[src/hw/rtl/pps_pkg.sv]
package pps_pkg;

	localparam int POSITION_BITS = 16;
	localparam int GAIN_W        = 20;
	localparam int TARGET_W      = 16;
	localparam int ILIM_W        = 16;
	localparam int DLIM_W        = 8;
	localparam int FRAC_W        = 16;

	localparam int ERR_W   = ((POSITION_BITS > TARGET_W) ? POSITION_BITS : TARGET_W) + 1;
	localparam int ESUM_W  = ILIM_W + 1;
	localparam int SUM_W   = ((ESUM_W > ERR_W) ? ESUM_W : ERR_W) + 1;
	localparam int DER_W   = ERR_W + 1;
	localparam int PROD_W  = GAIN_W + 1 + DER_W;
	localparam int V_W     = PROD_W + 2;
	localparam int VLIM_W  = DLIM_W + FRAC_W + 1;

	localparam int CFG_DATA_W = 20;
	localparam int CFG_IDX_W  = 3;

	localparam int QUEUE_DEPTH = 2;

	localparam logic [CFG_IDX_W-1:0] REG_GAIN_P         = 3'd0;
	localparam logic [CFG_IDX_W-1:0] REG_GAIN_I         = 3'd1;
	localparam logic [CFG_IDX_W-1:0] REG_GAIN_D         = 3'd2;
	localparam logic [CFG_IDX_W-1:0] REG_TARGET_POS     = 3'd3;
	localparam logic [CFG_IDX_W-1:0] REG_STOP_MARK      = 3'd4;
	localparam logic [CFG_IDX_W-1:0] REG_INTEGRAL_LIMIT = 3'd5;
	localparam logic [CFG_IDX_W-1:0] REG_DRIVE_LIMIT    = 3'd6;

	localparam logic [GAIN_W-1:0]   RST_GAIN_P         = 20'd13107;
	localparam logic [GAIN_W-1:0]   RST_GAIN_I         = 20'd328;
	localparam logic [GAIN_W-1:0]   RST_GAIN_D         = 20'd3277;
	localparam logic [TARGET_W-1:0] RST_TARGET_POS     = 16'd210;
	localparam logic [TARGET_W-1:0] RST_STOP_MARK      = 16'd200;
	localparam logic [ILIM_W-1:0]   RST_INTEGRAL_LIMIT = 16'd1000;
	localparam logic [DLIM_W-1:0]   RST_DRIVE_LIMIT    = 8'd20;

	localparam logic [1:0] ACT_DRIVE = 2'd0;
	localparam logic [1:0] ACT_HOLD  = 2'd1;
	localparam logic [1:0] ACT_STOP  = 2'd2;
	localparam logic [1:0] ACT_IDLE  = 2'd3;

	typedef struct packed {
		logic                            cmd;
		logic signed [POSITION_BITS-1:0] measured_position;
	} in_item_t;

	typedef struct packed {
		logic [1:0]        action;
		logic [DLIM_W-1:0] drive_magnitude;
		logic              drive_reverse;
	} out_item_t;

	typedef struct packed {
		logic [GAIN_W-1:0]          gain_p;
		logic [GAIN_W-1:0]          gain_i;
		logic [GAIN_W-1:0]          gain_d;
		logic signed [TARGET_W-1:0] target_position;
		logic signed [TARGET_W-1:0] stop_mark;
		logic [ILIM_W-1:0]          integral_limit;
		logic [DLIM_W-1:0]          drive_limit;
	} cfg_t;

	// one classified tick on its way from front to back
	typedef struct packed {
		logic [1:0]               action;
		logic signed [ERR_W-1:0]  err;
		logic signed [ESUM_W-1:0] esum;
		logic signed [DER_W-1:0]  deriv;
	} work_t;

	typedef struct packed {
		logic full;
		logic empty;
	} q_status_t;

endpackage

[src/hw/rtl/pid_position_stop_controller.sv]
// channel   | direction | handshake                  | payload
// ----------+-----------+----------------------------+-------------------------------
// item      | in        | item_valid / item_stall    | cmd, measured_position
// result    | out       | result_valid / result_stall| action, drive_magnitude, reverse
// cfg       | in        | cfg_we                     | cfg_index, cfg_data
//
// one item per cycle while item_stall is low; a result passes the queue slot,
// then the multiplier stage, then the clamp and output register
// the error, integral and finished state update in the front
// reset loads the register defaults and clears integral, last error and finished
// result_stall backs up the back pipeline, then the queue; item_stall rises when
// the queue is full
module pid_position_stop_controller #(
	parameter int QUEUE_DEPTH = pps_pkg::QUEUE_DEPTH
) (
	input  logic                              clk,
	input  logic                              arst_n,
	input  logic                              cfg_we,
	input  logic [pps_pkg::CFG_IDX_W-1:0]     cfg_index,
	input  logic [pps_pkg::CFG_DATA_W-1:0]    cfg_data,
	input  logic                              item_valid,
	output logic                              item_stall,
	input  pps_pkg::in_item_t                 item,
	output logic                              result_valid,
	input  logic                              result_stall,
	output pps_pkg::out_item_t                result
);
	import pps_pkg::*;

	cfg_t      cfg_q;
	q_status_t q_status;
	work_t     push_work;
	work_t     pop_work;
	logic      push;
	logic      pop;

	always_ff @(posedge clk or negedge arst_n) begin
		if (!arst_n) begin
			cfg_q.gain_p          <= RST_GAIN_P;
			cfg_q.gain_i          <= RST_GAIN_I;
			cfg_q.gain_d          <= RST_GAIN_D;
			cfg_q.target_position <= RST_TARGET_POS;
			cfg_q.stop_mark       <= RST_STOP_MARK;
			cfg_q.integral_limit  <= RST_INTEGRAL_LIMIT;
			cfg_q.drive_limit     <= RST_DRIVE_LIMIT;
		end else if (cfg_we) begin
			unique case (cfg_index)
				REG_GAIN_P:         cfg_q.gain_p          <= cfg_data[GAIN_W-1:0];
				REG_GAIN_I:         cfg_q.gain_i          <= cfg_data[GAIN_W-1:0];
				REG_GAIN_D:         cfg_q.gain_d          <= cfg_data[GAIN_W-1:0];
				REG_TARGET_POS:     cfg_q.target_position <= cfg_data[TARGET_W-1:0];
				REG_STOP_MARK:      cfg_q.stop_mark       <= cfg_data[TARGET_W-1:0];
				REG_INTEGRAL_LIMIT: cfg_q.integral_limit  <= cfg_data[ILIM_W-1:0];
				REG_DRIVE_LIMIT:    cfg_q.drive_limit     <= cfg_data[DLIM_W-1:0];
				default: begin
				end
			endcase
		end
	end

	pps_front u_front (
		.clk        (clk),
		.arst_n     (arst_n),
		.cfg        (cfg_q),
		.item_valid (item_valid),
		.item_stall (item_stall),
		.item       (item),
		.q_status   (q_status),
		.push       (push),
		.work       (push_work)
	);

	pps_queue #(
		.DEPTH (QUEUE_DEPTH)
	) u_queue (
		.clk       (clk),
		.arst_n    (arst_n),
		.push      (push),
		.push_data (push_work),
		.pop       (pop),
		.pop_data  (pop_work),
		.status    (q_status)
	);

	pps_back u_back (
		.clk          (clk),
		.arst_n       (arst_n),
		.cfg          (cfg_q),
		.q_status     (q_status),
		.work         (pop_work),
		.pop          (pop),
		.result_valid (result_valid),
		.result_stall (result_stall),
		.result       (result)
	);

endmodule

[src/hw/rtl/pps_queue.sv]
module pps_queue #(
	parameter int DEPTH = pps_pkg::QUEUE_DEPTH
) (
	input  logic              clk,
	input  logic              arst_n,
	input  logic              push,
	input  pps_pkg::work_t    push_data,
	input  logic              pop,
	output pps_pkg::work_t    pop_data,
	output pps_pkg::q_status_t status
);
	import pps_pkg::*;

	localparam int PTR_W = (DEPTH > 1) ? $clog2(DEPTH) : 1;
	localparam int CNT_W = $clog2(DEPTH + 1);

	work_t             slot_q [DEPTH];
	logic [PTR_W-1:0]  wr_ptr_q;
	logic [PTR_W-1:0]  rd_ptr_q;
	logic [CNT_W-1:0]  count_q;
	logic              do_push;
	logic              do_pop;

	assign status.full  = (count_q == CNT_W'(DEPTH));
	assign status.empty = (count_q == '0);
	assign do_push      = push && !status.full;
	assign do_pop       = pop && !status.empty;
	assign pop_data     = slot_q[rd_ptr_q];

	always_ff @(posedge clk) begin
		if (do_push) begin
			slot_q[wr_ptr_q] <= push_data;
		end
	end

	always_ff @(posedge clk or negedge arst_n) begin
		if (!arst_n) begin
			wr_ptr_q <= '0;
			rd_ptr_q <= '0;
			count_q  <= '0;
		end else begin
			if (do_push) begin
				wr_ptr_q <= (wr_ptr_q == PTR_W'(DEPTH - 1)) ? '0 : wr_ptr_q + 1'b1;
			end
			if (do_pop) begin
				rd_ptr_q <= (rd_ptr_q == PTR_W'(DEPTH - 1)) ? '0 : rd_ptr_q + 1'b1;
			end
			if (do_push && !do_pop) begin
				count_q <= count_q + 1'b1;
			end else if (do_pop && !do_push) begin
				count_q <= count_q - 1'b1;
			end
		end
	end

endmodule

[src/hw/rtl/pps_front.sv]
module pps_front (
	input  logic               clk,
	input  logic               arst_n,
	input  pps_pkg::cfg_t      cfg,
	input  logic               item_valid,
	output logic               item_stall,
	input  pps_pkg::in_item_t  item,
	input  pps_pkg::q_status_t q_status,
	output logic               push,
	output pps_pkg::work_t     work
);
	import pps_pkg::*;

	logic signed [ESUM_W-1:0]        esum_q;
	logic signed [ERR_W-1:0]         last_err_q;
	logic                            finished_q;

	logic signed [POSITION_BITS-1:0] pos;
	logic signed [TARGET_W-1:0]      tgt;
	logic signed [TARGET_W-1:0]      stop;
	logic signed [ERR_W-1:0]         err;
	logic signed [SUM_W-1:0]         sum;
	logic signed [SUM_W-1:0]         lim;
	logic signed [SUM_W-1:0]         sum_cl;
	logic signed [ESUM_W-1:0]        esum_nx;
	logic signed [DER_W-1:0]         deriv;
	logic [1:0]                      action;

	assign pos  = item.measured_position;
	assign tgt  = cfg.target_position;
	assign stop = cfg.stop_mark;

	assign item_stall = q_status.full;
	assign push       = item_valid && !q_status.full;

	always_comb begin
		err = ERR_W'(tgt) - ERR_W'(pos);
		sum = SUM_W'(esum_q) + SUM_W'(err);
		lim = SUM_W'(signed'({1'b0, cfg.integral_limit}));
		priority if (sum > lim) begin
			sum_cl = lim;
		end else if (sum < -lim) begin
			sum_cl = -lim;
		end else begin
			sum_cl = sum;
		end
		esum_nx = ESUM_W'(sum_cl);
		deriv   = DER_W'(err) - DER_W'(last_err_q);

		priority if (item.cmd || finished_q) begin
			action = ACT_IDLE;
		end else if (ERR_W'(pos) >= ERR_W'(tgt)) begin
			action = ACT_HOLD;
		end else if (ERR_W'(pos) > ERR_W'(stop)) begin
			action = ACT_STOP;
		end else begin
			action = ACT_DRIVE;
		end

		work.action = action;
		work.err    = err;
		work.esum   = esum_nx;
		work.deriv  = deriv;
	end

	always_ff @(posedge clk or negedge arst_n) begin
		if (!arst_n) begin
			esum_q     <= '0;
			last_err_q <= '0;
			finished_q <= 1'b0;
		end else if (push) begin
			if (item.cmd) begin
				esum_q     <= '0;
				last_err_q <= '0;
				finished_q <= 1'b0;
			end else if (!finished_q) begin
				esum_q     <= esum_nx;
				last_err_q <= err;
				if (action == ACT_STOP) begin
					finished_q <= 1'b1;
				end
			end
		end
	end

endmodule

[src/hw/rtl/pps_back.sv]
module pps_back (
	input  logic               clk,
	input  logic               arst_n,
	input  pps_pkg::cfg_t      cfg,
	input  pps_pkg::q_status_t q_status,
	input  pps_pkg::work_t     work,
	output logic               pop,
	output logic               result_valid,
	input  logic               result_stall,
	output pps_pkg::out_item_t result
);
	import pps_pkg::*;

	logic                     valid_s1;
	logic [1:0]               action_s1;
	logic signed [PROD_W-1:0] prod_p_s1;
	logic signed [PROD_W-1:0] prod_i_s1;
	logic signed [PROD_W-1:0] prod_d_s1;

	logic                     valid_s2;
	out_item_t                result_s2;

	logic                     ready_s2;
	logic                     load_s1;
	logic signed [GAIN_W:0]   gp;
	logic signed [GAIN_W:0]   gi;
	logic signed [GAIN_W:0]   gd;
	logic signed [PROD_W-1:0] prod_p;
	logic signed [PROD_W-1:0] prod_i;
	logic signed [PROD_W-1:0] prod_d;
	logic signed [V_W-1:0]    v;
	logic signed [V_W-1:0]    vlim;
	logic signed [V_W-1:0]    v_cl;
	logic signed [V_W-1:0]    v_neg;
	out_item_t                res_nx;

	assign ready_s2 = !valid_s2 || !result_stall;
	assign load_s1  = !valid_s1 || ready_s2;
	assign pop      = load_s1 && !q_status.empty;

	assign gp = signed'({1'b0, cfg.gain_p});
	assign gi = signed'({1'b0, cfg.gain_i});
	assign gd = signed'({1'b0, cfg.gain_d});

	assign prod_p = gp * PROD_W'(work.err);
	assign prod_i = gi * PROD_W'(work.esum);
	assign prod_d = gd * PROD_W'(work.deriv);

	always_comb begin
		v    = V_W'(prod_p_s1) + V_W'(prod_i_s1) + V_W'(prod_d_s1);
		vlim = V_W'(signed'({1'b0, cfg.drive_limit, {FRAC_W{1'b0}}}));
		priority if (v > vlim) begin
			v_cl = vlim;
		end else if (v < -vlim) begin
			v_cl = -vlim;
		end else begin
			v_cl = v;
		end
		v_neg = -v_cl;

		res_nx.action          = action_s1;
		res_nx.drive_magnitude = '0;
		res_nx.drive_reverse   = 1'b0;
		if (action_s1 == ACT_DRIVE) begin
			// magnitude truncates toward zero, zero counts as reverse
			if (v_cl > 0) begin
				res_nx.drive_magnitude = v_cl[FRAC_W +: DLIM_W];
			end else begin
				res_nx.drive_magnitude = v_neg[FRAC_W +: DLIM_W];
				res_nx.drive_reverse   = 1'b1;
			end
		end
	end

	always_ff @(posedge clk) begin
		if (pop) begin
			action_s1 <= work.action;
			prod_p_s1 <= prod_p;
			prod_i_s1 <= prod_i;
			prod_d_s1 <= prod_d;
		end
		if (ready_s2 && valid_s1) begin
			result_s2 <= res_nx;
		end
	end

	always_ff @(posedge clk or negedge arst_n) begin
		if (!arst_n) begin
			valid_s1 <= 1'b0;
			valid_s2 <= 1'b0;
		end else begin
			if (load_s1) begin
				valid_s1 <= pop;
			end
			if (ready_s2) begin
				valid_s2 <= valid_s1;
			end
		end
	end

	assign result_valid = valid_s2;
	assign result       = result_s2;

endmodule
[config.mk]
export PLATFORM = sky130hd
export DESIGN_NAME = pid_position_stop_controller
export DESIGN_NICKNAME = d
export VERILOG_FILES = /design/src/hw/rtl/pps_pkg.sv /design/src/hw/rtl/pid_position_stop_controller.sv /design/src/hw/rtl/pps_queue.sv /design/src/hw/rtl/pps_front.sv /design/src/hw/rtl/pps_back.sv
export SDC_FILE = /design/constraint.sdc
export NUM_CORES = 2
export LEC_CHECK = 0
export BUFFER_PORTS_ARGS = -buffer_cell sky130_fd_sc_hd__buf_4
export CORE_MARGIN = 2
export CORE_UTILIZATION = 35
export DETAILED_ROUTE_END_ITERATION = 8
export PLACE_DENSITY = 0.54
export REMOVE_ABC_BUFFERS = 1
export SLEW_MARGIN = 40
export SYNTH_ARGS = -nofsm -noshare
export SYNTH_HDL_FRONTEND = slang
export SYNTH_SLANG_ARGS = --single-unit
[constraint.sdc]
create_clock -name clk -period 12.9 [get_ports clk]
set_input_delay 0.645 -clock clk [delete_from_list [all_inputs] [get_ports clk]]
set_output_delay 0.645 -clock clk [all_outputs]
set_load 0.005 [all_outputs]
==> flow_metrics.tcl <==
set metrics [dict create \
    outcome "complete, no violations" \
    clock_latency_ns 0.64 \
    cts.htree.levels 2 \
    cts.clk_slew.worst_paths_ns 0.06 \
    initial_core_utilization_pct 35.4 \
    synthDominantCellAreaShare_pct 31.0 \
    min_period_over_period_pct 62.3 \
    hold_path_class "input pin to flop" \
    report.final.setup_viol 0 \
    final_count_of_pins_violating_max_slew 0 \
    grt-ovfl-total 0 \
    start_kind "flop" \
    post_layout_nonfiller_instances 7797 \
    drt-initial-drc-count 2405 \
    numClockSinks 393 \
    yosysUniqueCellTypes 73 \
    finalCriticalPeriod_ns 8.04 \
    vias 39307 \
    cts_setup_buffers 0 \
    final.fill_count 15769 \
    synthesis.instances 5766 \
    fmax_mhz 124 \
    die_height_um 404 \
    finalHoldViolations 0 \
    timing.final.ws_setup_ns 4.86 \
    gp_congestion 0.888 \
    tritoncts_clock_tree "yes" \
    postSynth.topFlopCell "sky130_fd_sc_hd__edfxtp_1" \
    ctsResizeCount 0 \
    drt-pass1-iter-count 8 \
    post_drt_wl_per_cell_um 20.5 \
    timing_worst_slew_pin_value_ns 0.894 \
    critPathLaunch "u_queue.rd_ptr_q" \
    cells_taking_the_most_area_after_synthesis "sky130_fd_sc_hd__fa_1 31%, sky130_fd_sc_hd__ha_1 13%, sky130_fd_sc_hd__edfxtp_1 13%" \
    std_cell_rows 146 \
    postRouteWirelength_mm 159 \
    arrival_ns 8.36 \
    hold_path.startpoint "item[16]" \
    synth_area_um2 56100 \
    grt_pass1_wl_mm 249 \
    top_cell_types_by_occurrence_after_synthesis "1074 x sky130_fd_sc_hd__inv_1, 869 x sky130_fd_sc_hd__fa_1, 724 x sky130_fd_sc_hd__nand2_1" \
    core-area_um2 159000 \
    clock_tree.buffer_depth 3 \
    final_design_area_no_fill_um2 60500 \
    worst_r2r_startpoint "u_queue.rd_ptr_q" \
    detail_route.drc_violations 0 \
    ctsHoldBuffers 0 \
    num-nets-final 7180 \
    clock_root_buffer "sky130_fd_sc_hd__clkbuf_16" \
    critical_path.endpoint_type "flop" \
    antenna_violations_before_repair 8 \
    grt_util_all_layers_pct 19.9 \
    die_width_um 404 \
    cp.required_ns 13.22 \
    max-cap-violations 0 \
    placedCellCount 7705 \
    grt_max_degree 89 \
    crit_path_max_fanout 53 \
    yosysSeqAreaShare_pct 19.7 \
    detail-route-antenna-nets 0 \
    tritoncts.num_buffers 47 \
    grt_pass1_vias 41339 \
    avgSynthCellArea_um2 9.74 \
    post-dp-hpwl_mm 124 \
    post_drt_via_cell_ratio 5.04 \
    synth-warning-count 0 \
    timing.slew.headroom_pct 40.4 \
    crit_type "flop to flop" \
    asyncSetResetFlopFracSynth_pct 39.9 \
    drive_above_1_share_pct 8.25 \
    area.growth.synth_to_final_pct 7.79 \
    final.setup.tns_ns 0 \
    dieArea_um2 164000 \
    detailed_place.area_um2 58800 \
    detailedPlace.worstSlack_ns 4.94 \
    ys_ff_latch 393 \
    buffer_ports.inserted 57 \
    yosysMostFrequentCell "sky130_fd_sc_hd__inv_1" \
    boundaryPins 58 \
    netlist.top_cell.by_area "sky130_fd_sc_hd__fa_1" \
    fin_skew_ns 0.0677 \
    synth-edff-count 236 \
    unrepaired_setup_endpoints_after_global_routing "false" \
]
[flip-flops by register name (all words and copies together) (netlist names)]
| register | cells |
|---|---|
| u_queue.slot_q | 108 |
| u_queue.count_q | 2 |
| u_back.prod_d_s1 | 39 |
| u_back.valid_s1 | 1 |
| u_back.result_valid | 1 |
| u_back.action_s1 | 2 |
| u_queue.wr_ptr_q | 1 |
| u_front.last_err_q | 17 |
| u_back.result | 11 |
| u_queue.rd_ptr_q | 1 |
| u_back.prod_i_s1 | 38 |
| u_front.finished_q | 1 |
| cfg_q | 116 |
| u_back.prod_p_s1 | 38 |
| u_front.esum_q | 17 |
[final cells by class]
cell class | instances | area [µm²] | area share (%)
well taps | 2072 | 2590 | 4.28
repair buffers | 117 | 948 | 1.57
multi-input cells | 4053 | 40300 | 66.5
clock inverters | 33 | 410 | 0.678
clock buffers | 54 | 1200 | 1.99
inverters | 1074 | 4030 | 6.67
diodes | 1 | 2.50 | 0.00414
flip-flops and latches | 393 | 11100 | 18.3
[critical path, stage by stage (launching register included)]
cell and delay [ns]:
sky130_fd_sc_hd__dfrtp_2 0.39, sky130_fd_sc_hd__buf_6 0.50, sky130_fd_sc_hd__mux2i_2 0.79, sky130_fd_sc_hd__buf_4 0.33, sky130_fd_sc_hd__nor2b_1 0.09, sky130_fd_sc_hd__fa_1 0.55
sky130_fd_sc_hd__inv_1 0.06, sky130_fd_sc_hd__fa_1 0.56, sky130_fd_sc_hd__fa_1 0.46, sky130_fd_sc_hd__fa_1 0.48, sky130_fd_sc_hd__fa_1 0.50, sky130_fd_sc_hd__inv_1 0.05
sky130_fd_sc_hd__fa_1 0.45, sky130_fd_sc_hd__ha_1 0.40, sky130_fd_sc_hd__a21o_1 0.18, sky130_fd_sc_hd__a21o_1 0.17, sky130_fd_sc_hd__a21oi_1 0.18, sky130_fd_sc_hd__nand3b_1 0.09
sky130_fd_sc_hd__nor3_1 0.27, sky130_fd_sc_hd__nor3_1 0.15, sky130_fd_sc_hd__nor2_1 0.24, sky130_fd_sc_hd__o31ai_1 0.18, sky130_fd_sc_hd__o211ai_1 0.25, sky130_fd_sc_hd__mux2i_1 0.20
sky130_fd_sc_hd__nand2_1 0.08
[per-stage QoR]
step / util, % / hold WS [ns]
3_3_place_gp: 37.0 / 0.462
2_1_floorplan: - / 0.349
3_5_place_dp: 37.0 / 0.478
5_1_grt: 38.1 / 0.202
6_report: 38.1 / 0.225
4_1_cts: 38.1 / 0.0546
[worst paths after layout]
check	end	slack [ns]	cells past startpoint
setup / recovery	u_back.prod_p_s1[36]	4.86	24
max in group asynchronous	cfg_q[60]	11.40	3
min in group asynchronous	cfg_q[20]	0.46	2
setup reg to reg	u_back.prod_p_s1[36]	4.86	24
hold / removal	u_front.finished_q	0.23	2
hold reg to reg	u_back.result_valid	0.48	1
[cell usage in the layout (no fill, tap or decap), drive strengths merged, types with 126 or more instances in the layout]
cell type / count
a21oi: 196
and2: 165
edfxtp: 236
fa: 869
ha: 580
inv: 1080
mux2: 140
nand2: 725
nor2: 156
nor2b: 258
o21ai: 128
xnor2: 126
[metal layers]
| layer | global-route usage (%) | routed length [µm] | vias to the layer above |
|---|---|---|---|
| li1 | - | - | 18091 |
| met5 | 0 | 11 | - |
| met4 | 5.49 | 4880 | 2 |
| met1 | 28.1 | 73500 | 19920 |
| met3 | 2.69 | 9100 | 228 |
| met2 | 31.8 | 72000 | 1066 |
[cell families (layout without fill, tap and decap cells)]
family	Yosys count	count (layout)	synth area share, %
buf+inv	1320	1278	8.84
mux	163	163	3.22
xor+xnor	184	184	2.87
fa+ha+maj	1449	1449	43.9
simple gates	1607	1607	13.9
other cells	0	1	0
compound gates	650	650	7.53
flops	393	393	19.7
Power is not shown: default switching activity piles up to over one toggle a cycle in this logic, so the estimate is an artifact.
